<file path="src/design/greedy_assortment_select_assert.svh">
// Assertion macros for the greedy assortment selector.
// Define NO_ASSERTIONS to compile them away; no other dependencies.
`ifndef GREEDY_ASSORTMENT_SELECT_ASSERT_SVH
`define GREEDY_ASSORTMENT_SELECT_ASSERT_SVH
`ifndef NO_ASSERTIONS
`define GAS_ASSERT_IMPLY(label, clk, rst, cond, prop) \
   label: assert property (@(posedge clk) disable iff (rst) (cond) |-> (prop)) \
      else $error("gas assertion failed");
`define GAS_ASSERT_NEXT(label, clk, rst, cond, prop) \
   label: assert property (@(posedge clk) disable iff (rst) (cond) |=> (prop)) \
      else $error("gas assertion failed");
`else
`define GAS_ASSERT_IMPLY(label, clk, rst, cond, prop)
`define GAS_ASSERT_NEXT(label, clk, rst, cond, prop)
`endif
`endif

</file>
<file path="src/design/gas_pkg.sv">
// Shared types and constants of the greedy assortment selector.
// No dependencies; imported by gas_div and greedy_assortment_select.
`default_nettype none
package gas_pkg;
   localparam int MAX_CUSTOMERS = 64;
   localparam int MAX_PRODUCTS  = 32;
   localparam int CUST_W        = $clog2(MAX_CUSTOMERS);
   localparam int PROD_W        = $clog2(MAX_PRODUCTS);
   localparam int CELL_AW       = CUST_W + PROD_W;
   localparam int CELL_DEPTH    = MAX_CUSTOMERS * MAX_PRODUCTS;
   localparam int VAL_W         = 32;
   localparam int SUM_W         = 64;
   localparam int FRAC_SHIFT    = 16;
   localparam int RATIO_W       = 48;
   localparam int DVD_W         = SUM_W + FRAC_SHIFT;
   localparam int STEP_W        = $clog2(DVD_W);
   localparam int CSR_INDEX_W   = 2;
   localparam int CSR_DATA_W    = 7;

   localparam logic [1:0] REQ_LOAD_WEIGHT = 2'd0;
   localparam logic [1:0] REQ_LOAD_CELL   = 2'd1;
   localparam logic [1:0] REQ_START       = 2'd2;

   localparam logic [CSR_INDEX_W-1:0] CSR_CUSTOMER_COUNT = 2'd0;
   localparam logic [CSR_INDEX_W-1:0] CSR_PRODUCT_COUNT  = 2'd1;
   localparam logic [CSR_INDEX_W-1:0] CSR_PICK_BUDGET    = 2'd2;

   typedef struct packed {
      logic [1:0]        req_type;
      logic [5:0]        customer_index;
      logic [4:0]        product_index;
      logic [VAL_W-1:0]  no_buy_weight;
      logic [VAL_W-1:0]  cell_utility;
      logic [VAL_W-1:0]  cell_revenue;
   } gas_req_type;

   typedef struct packed {
      logic [4:0] picked_product;
      logic       last_pick;
   } gas_rsp_type;

   typedef enum logic [7:0] {
      ST_IDLE     = 8'b0000_0001,
      ST_ALPHA_WR = 8'b0000_0010,
      ST_CAND     = 8'b0000_0100,
      ST_CUST_RD  = 8'b0000_1000,
      ST_CUST_MUL = 8'b0001_0000,
      ST_PROD     = 8'b0010_0000,
      ST_DIV      = 8'b0100_0000,
      ST_EMIT     = 8'b1000_0000
   } gas_state_type;
endpackage
`default_nettype wire

</file>
<file path="src/design/gas_div.sv">
// Bit-serial restoring divider: (num << 16) / den, saturated to 48 bits.
// Depends on gas_pkg.
`default_nettype none
module gas_div (
   input  wire logic                        clock,
   input  wire logic                        reset,
   input  wire logic                        start,
   input  wire logic [gas_pkg::SUM_W-1:0]   num,
   input  wire logic [gas_pkg::SUM_W-1:0]   den,
   output logic                             done,
   output logic      [gas_pkg::RATIO_W-1:0] ratio
);
   import gas_pkg::*;

   logic               busy_ff, busy_in;
   logic               done_ff, done_in;
   logic [STEP_W-1:0]  step_ff, step_in;
   logic [DVD_W-1:0]   dvd_ff, dvd_in;
   logic [SUM_W-1:0]   rem_ff, rem_in;
   logic [SUM_W-1:0]   den_ff, den_in;
   logic [RATIO_W-1:0] quo_ff, quo_in;
   logic               ovf_ff, ovf_in;
   logic [SUM_W:0]     trial;
   logic [SUM_W:0]     diff;
   logic               ge;

   always_comb begin
      trial   = {rem_ff, dvd_ff[DVD_W-1]};
      diff    = trial - {1'b0, den_ff};
      ge      = trial >= {1'b0, den_ff};
      busy_in = busy_ff;
      done_in = 1'b0;
      step_in = step_ff;
      dvd_in  = dvd_ff;
      rem_in  = rem_ff;
      den_in  = den_ff;
      quo_in  = quo_ff;
      ovf_in  = ovf_ff;
      if (start) begin
         dvd_in  = {num, {FRAC_SHIFT{1'b0}}};
         den_in  = den;
         rem_in  = '0;
         quo_in  = '0;
         ovf_in  = 1'b0;
         step_in = '0;
         // zero denominator gives a zero ratio right away
         busy_in = (den != '0);
         done_in = (den == '0);
      end else if (busy_ff) begin
         rem_in  = ge ? diff[SUM_W-1:0] : trial[SUM_W-1:0];
         dvd_in  = {dvd_ff[DVD_W-2:0], 1'b0};
         quo_in  = {quo_ff[RATIO_W-2:0], ge};
         ovf_in  = ovf_ff | quo_ff[RATIO_W-1];
         step_in = step_ff + 1'b1;
         if (step_ff == STEP_W'(DVD_W - 1)) begin
            busy_in = 1'b0;
            done_in = 1'b1;
         end
      end
   end

   always_ff @(posedge clock) begin
      if (reset) begin
         busy_ff <= 1'b0;
         done_ff <= 1'b0;
      end else begin
         busy_ff <= busy_in;
         done_ff <= done_in;
      end
      step_ff <= step_in;
      dvd_ff  <= dvd_in;
      rem_ff  <= rem_in;
      den_ff  <= den_in;
      quo_ff  <= quo_in;
      ovf_ff  <= ovf_in;
   end

   assign done  = done_ff;
   assign ratio = ovf_ff ? {RATIO_W{1'b1}} : quo_ff;
endmodule
`default_nettype wire

</file>
<file path="config.mk">
export PLATFORM = sky130hd
export DESIGN_NAME = gas_div
export DESIGN_NICKNAME = d
export VERILOG_FILES = /design/src/design/greedy_assortment_select_assert.svh /design/src/design/gas_pkg.sv /design/src/design/gas_div.sv
export SDC_FILE = /design/constraint.sdc
export NUM_CORES = 1
export LEC_CHECK = 0
export BUFFER_PORTS_ARGS = -buffer_cell sky130_fd_sc_hd__clkbuf_2
export CAP_MARGIN = 20
export CELL_PAD_IN_SITES_DETAIL_PLACEMENT = 1
export CELL_PAD_IN_SITES_GLOBAL_PLACEMENT = 1
export CORE_UTILIZATION = 42
export CTS_BUF_LIST = sky130_fd_sc_hd__clkbuf_8
export CTS_CLUSTER_DIAMETER = 50
export DETAILED_ROUTE_END_ITERATION = 7
export MAX_ROUTING_LAYER = met4
export PLACE_DENSITY = 0.91
export REMOVE_ABC_BUFFERS = 1
export SETUP_SLACK_MARGIN = 0.15
export SYNTH_ARGS = -nofsm -noshare
export SYNTH_HDL_FRONTEND = slang
export SYNTH_SLANG_ARGS = --single-unit
</file>
<file path="constraint.sdc">
create_clock -name clock -period 2.6 [get_ports clock]
set_input_delay 0.26 -clock clock [delete_from_list [all_inputs] [get_ports clock]]
set_output_delay 0.26 -clock clock [all_outputs]
set_load 0.02 [all_outputs]
</file>
==> results.toml, run 1 <==
[place]
gpl.final_weighted_congestion = 0.9406
buffer_ports.inserted = 179
detailedPlacementHpwl_um = 38400
place.detailed.instances = 2333

[global_route]
maximum_number_of_pins_on_one_net_before_global_route_repair = 103
global_route.overflow_total = 99
grt_util_all_layers_pct = 63.68

[synth]
synth_enable_flop_cells = 128
synthesis.area_per_instance_um2 = 9.538
synthTopCellsByCount = "nand2_1 (157), nor2_1 (147), edfxtp_1 (128)"
netlist_area_before_placement_um2 = 14090
yosysTopAreaCell = "edfxtp_1"
cell_with_the_most_instances_after_synthesis = "nand2_1"
synthDistinctLibCells = 70
yosys_warnings = 0
ys_seq_area_share_pct = 44.62
synth_top_cells_by_area = "edfxtp_1 (27%), dfxtp_1 (17%), ha_1 (5.8%), mux2_2 (5.0%), mux2i_1 (4.4%)"
synth_async_sr_flop_share_pct = 0
postSynthRegisterBits = 250
yosysTopAreaCellShare_pct = 27.28
syn-instance-count = 1477
synthFlopType = "edfxtp_1"

[clocking]
clock_tree.root_cell = "clkbuf_8"
h-tree-depth = 2
cts_buffers = 46
cts.sinks = 250
cts.path.max_buffers = 3

[floorplan]
placementRows = 66
initial_core_utilization_pct = 42.97
pin_count = 180
overall_die_height_um = 185.1
floorplan.die.width_um = 185.1

[timing]
timing.repair.worst_endpoint_type = "register input"
worst_endpoint = "rem_ff[18]$_SDFFE_PP0P_/D"

[outcome]
last-stage-reached = "global routing (5_1_grt)"
stop_error = "[ERROR GRT-0232] Routing congestion too high. Check the congestion heatmap in the GUI."
outcome = "stopped before the end"
[timing repair]
action | 4_1_cts
gates cloned | 4
buffers inserted | 12
pin swaps | 33
hold endpoints to repair | 128
gates resized for setup | 105
endpoints found under the setup margin | 65
hold buffers | 128
[stage by stage]
stage / utilization, % / instance area, um2 / setup TNS, ns / hold WS, ns / worst slack [ns]
floorplan: - / 13750 / -437.02 / 0.3291 / -3.908
global placement: 53.77 / 17630 / -31.24 / 0.4534 / -0.5427
CTS: 62.77 / 20580 / -34.39 / 0.009095 / -0.6063
detailed placement: 53.77 / 17630 / -47.68 / 0.4529 / -0.9003
[cells by family after synthesis]
kind of cell	count (synthesis)	share of synthesized area (%)
DFF	250	44.62
xor gates and xnor gates	57	3.544
AOI/OAI and AO/OA	310	14.73
buffers and inverters	158	4.583
and+or+nand+nor	511	17.17
adders and majority gates	66	5.915
muxes	125	9.441
[layer usage]
metal / track usage, % / overflow
met5: - / -
met1: 61.04 / 1
met3: 39.48 / 1
met4: 63.37 / 35
met2: 85.52 / 62
==> run 2: changes to the inputs <==
==> config.mk (replaced) <==
export PLATFORM = sky130hd
export DESIGN_NAME = gas_div
export DESIGN_NICKNAME = d
export VERILOG_FILES = /design/src/design/greedy_assortment_select_assert.svh /design/src/design/gas_pkg.sv /design/src/design/gas_div.sv
export SDC_FILE = /design/constraint.sdc
export NUM_CORES = 1
export LEC_CHECK = 0
export BUFFER_PORTS_ARGS = -buffer_cell sky130_fd_sc_hd__clkbuf_2
export CAP_MARGIN = 20
export CORE_UTILIZATION = 40
export DETAILED_ROUTE_END_ITERATION = 7
export PLACE_DENSITY_LB_ADDON = 0.15
export REMOVE_ABC_BUFFERS = 1
export SYNTH_ARGS = -nofsm -noshare
export SYNTH_HDL_FRONTEND = slang
export SYNTH_SLANG_ARGS = --single-unit
==> constraint.sdc (replaced) <==
create_clock -name clock -period 3.4 [get_ports clock]
set_input_delay 0.34 -clock clock [delete_from_list [all_inputs] [get_ports clock]]
set_output_delay 0.34 -clock clock [all_outputs]
set_load 0.02 [all_outputs]
==> run 2 against run 1 <==
  * The run now ends clean
  * Synthesized area did not move
  * Synthesized cell count is the same
==> results.toml, run 2 <==
[synth]
cell_with_the_most_instances_after_synthesis = "nand2_1"
synthDistinctLibCells = 70
synthTopCellsByCount = "nand2_1 (157), nor2_1 (147), edfxtp_1 (128)"
yosysTopAreaCellShare_pct = 27.28
yosys_warnings = 0
syn-instance-count = 1477
synthesis.area_per_instance_um2 = 9.538
yosysTopAreaCell = "edfxtp_1"
netlist_area_before_placement_um2 = 14090
synth_async_sr_flop_share_pct = 0
synthFlopType = "edfxtp_1"
synth_enable_flop_cells = 128
ys_seq_area_share_pct = 44.62
postSynthRegisterBits = 250
synth_top_cells_by_area = "edfxtp_1 (27%), dfxtp_1 (17%), ha_1 (5.8%), mux2_2 (5.0%), mux2i_1 (4.4%)"

[power_and_ir_drop]
power_frac_clock_pct = 37.2
cellInternalPower_w = 0.005665
total_leakage_power_nw = 7.289
net-switching-power_w = 0.002190
ir_drop_v = 0.0004302
switching_share_pct = 27.88
reg_power_share_pct = 44.3
share_comb_of_total_power_pct = 18.5
power.density_nw_per_um2 = 455.2

[global_route]
global_route.overflow_total = 0
grt_antenna_before_repair = 2
maximum_number_of_pins_on_one_net_before_global_route_repair = 124
grt_util_all_layers_pct = 20.96
first_global_vias = 11420
grt_first_pass_wirelength_um = 60590

[floorplan]
overall_die_height_um = 189.7
pin_count = 180
initial_core_utilization_pct = 40.68
placementRows = 68
floorplan.die.width_um = 189.7
die_area_um2 = 35970
core_area_um2 = 34630

[setup_path]
critical_path_peak_fanout = 19
critical_path.max_stage_delay_ns = 0.42
slowest_stage = "a2111o_1"
minimum_setup_slack_among_reg_to_reg_paths_ns = 0.13
required_ns = 3.86
start_kind = "register"
arrival_time_reported_for_the_critical_path_endpoint_ns = 3.73
cell_chain_of_the_critical_path = "inv_1 > ha_1 > o211ai_1 > a21o_1 > a211o_1 > and3b_4 > a2111o_1 > nand3_2 > o21bai_4 > a21o_4 > buf_12 > or2_0 > a311oi_1"
critical-path-top-delay-family = "compound AO/OA/AOI/OAI gates"
critPathCaptureType = "register"
timing.setup.critical_path_class = "reg -> reg"
worst-path-buf-inv = 2

[drt]
routedWlPerCell_um = 17.15
drtPass1Iterations = 6
number_of_vias_after_detailed_routing = 11600
vias_per_cell = 5.279
drt_first_iter_violations = 751
route.final.wire_length_um = 37690
drtAntennaViolNets = 0
detail_route.drc_violations = 0

[min_path]
hold_class = "in -> reg"

[finish]
design.final.nets = 1916
synthToLayoutAreaGrowth_pct = 22.49
mostFrequentLayoutCell = "clkbuf_2"
biggestRegsByFlops = "den_ff x64, dvd_ff x64, rem_ff x64"
layout_common_cells = "clkbuf_2 (178), nand2_1 (157), nor2_1 (146)"
layout-drive-gt1-share_pct = 23.43
layout.filler_cells = 3302
layout.cell_area.non_filler_um2 = 17260

[place]
buffer_ports.inserted = 179
gpl.final_weighted_congestion = 0.8969
detailedPlacementHpwl_um = 27310
placed_cell_area_um2 = 15640

[timing]
max-slew-margin-rel_pct = 38.06
final_hold_viol_count = 0
finClkSkew_ns = 0.03161
setup_violations = 0
timing.final.crit_share_pct = 96.29
max_freq_ghz = 0.3055
timing.hold.ws_ns = 0.01096
worst-slew-pin-transition_ns = 0.9291
final-max-slew-violation-count = 0
period_minus_slack_ns = 3.274

[run]
max_cap_viol_count = 0

[clocking]
cts_buffers = 28
tritoncts = "done"
h-tree-depth = 1
cts.sinks = 250
worst_setup_hold_path_clk_slew_ns = 0.06
worst_skew_pair.late_latency_ns = 0.58
clock_tree.root_cell = "clkbuf_16"
cts.path.max_buffers = 3

[outcome]
outcome = "completed"
run 2: cell counts after synthesis:
No cell type changed its count.
run 2: layout make-up:
cell class | count | area (um2) | area share (%)
diodes | 1 | 2.502 | 0.01450
flip-flops and latches | 250 | 6290 | 36.45
well taps | 455 | 569.3 | 3.299
clock buffers | 37 | 754.5 | 4.372
multi-input cells | 1069 | 7249 | 42.01
inverters | 82 | 307.8 | 1.784
repair buffers | 288 | 1949 | 11.30
clock inverters | 15 | 132.6 | 0.7686
run 2: kinds of logic after synthesis:
group | share of synthesized area, %
flip-flops | 44.62
adder cells (fa/ha/maj) | 5.915
XOR/XNOR | 3.544
AO/OA/AOI/OAI | 14.73
buffers and inverters | 4.583
multiplexers | 9.441
AND/OR/NAND/NOR | 17.17
run 2: per-layer routing:
metal | share of wire [%] | up-vias | wire (um) | global-route usage (%)
li1 | - | 5825 | - | -
met1 | 47 | 5440 | 17560 | 28.04
met2 | 45 | 266 | 16810 | 33.31
met3 | 6.4 | 64 | 2414 | 5.645
met4 | 2.4 | 2 | 891 | 5.490
met5 | 0.034 | - | 13 | 0
run 2: per-stage QoR:
stage	setup TNS (ns)	cells	utilization, %	power (W)	worst slack [ns]
finish	0	2197	49.83	0.007855	0.1262
CTS	0	2195	49.49	0.007938	0.05661
global route	-0.02086	2197	49.83	0.008256	-0.01433
global placement	0	2082	45.17	0.004905	0.1521
floorplan	-288.22	1401	-	0.004454	-3.108
detailed placement	0	2082	45.17	0.004914	0.08960
run 2: repair_timing:
item / 4_1_cts / 5_1_grt
hold endpoints to repair: 62 / 0
resized for setup: 0 / 19
hold buffers: 61 / 0
buffers inserted: 0 / 1
setup endpoints to repair: 0 / 61
run 2: power by group through the flow:
stage | Combinational [W] | Sequential (W) | Clock (W)
2_1_floorplan | 0.000915 | 0.00354 | 0
3_3_place_gp | 0.00136 | 0.00354 | 0
3_5_place_dp | 0.00137 | 0.00354 | 0
4_1_cts | 0.00144 | 0.00348 | 0.00302
5_1_grt | 0.00161 | 0.00350 | 0.00314
6_report | 0.00146 | 0.00348 | 0.00292
run 2: worst paths after layout:
kind,from,to,depth (start not counted)
setup reg to reg,den_ff[3],rem_ff[39],13
hold reg to reg,rem_ff[2],rem_ff[2],2
hold / removal,den[35],den_ff[35],1
setup / recovery,den_ff[3],rem_ff[39],13
No activity file was read; power rests on OpenSTA's default activity.
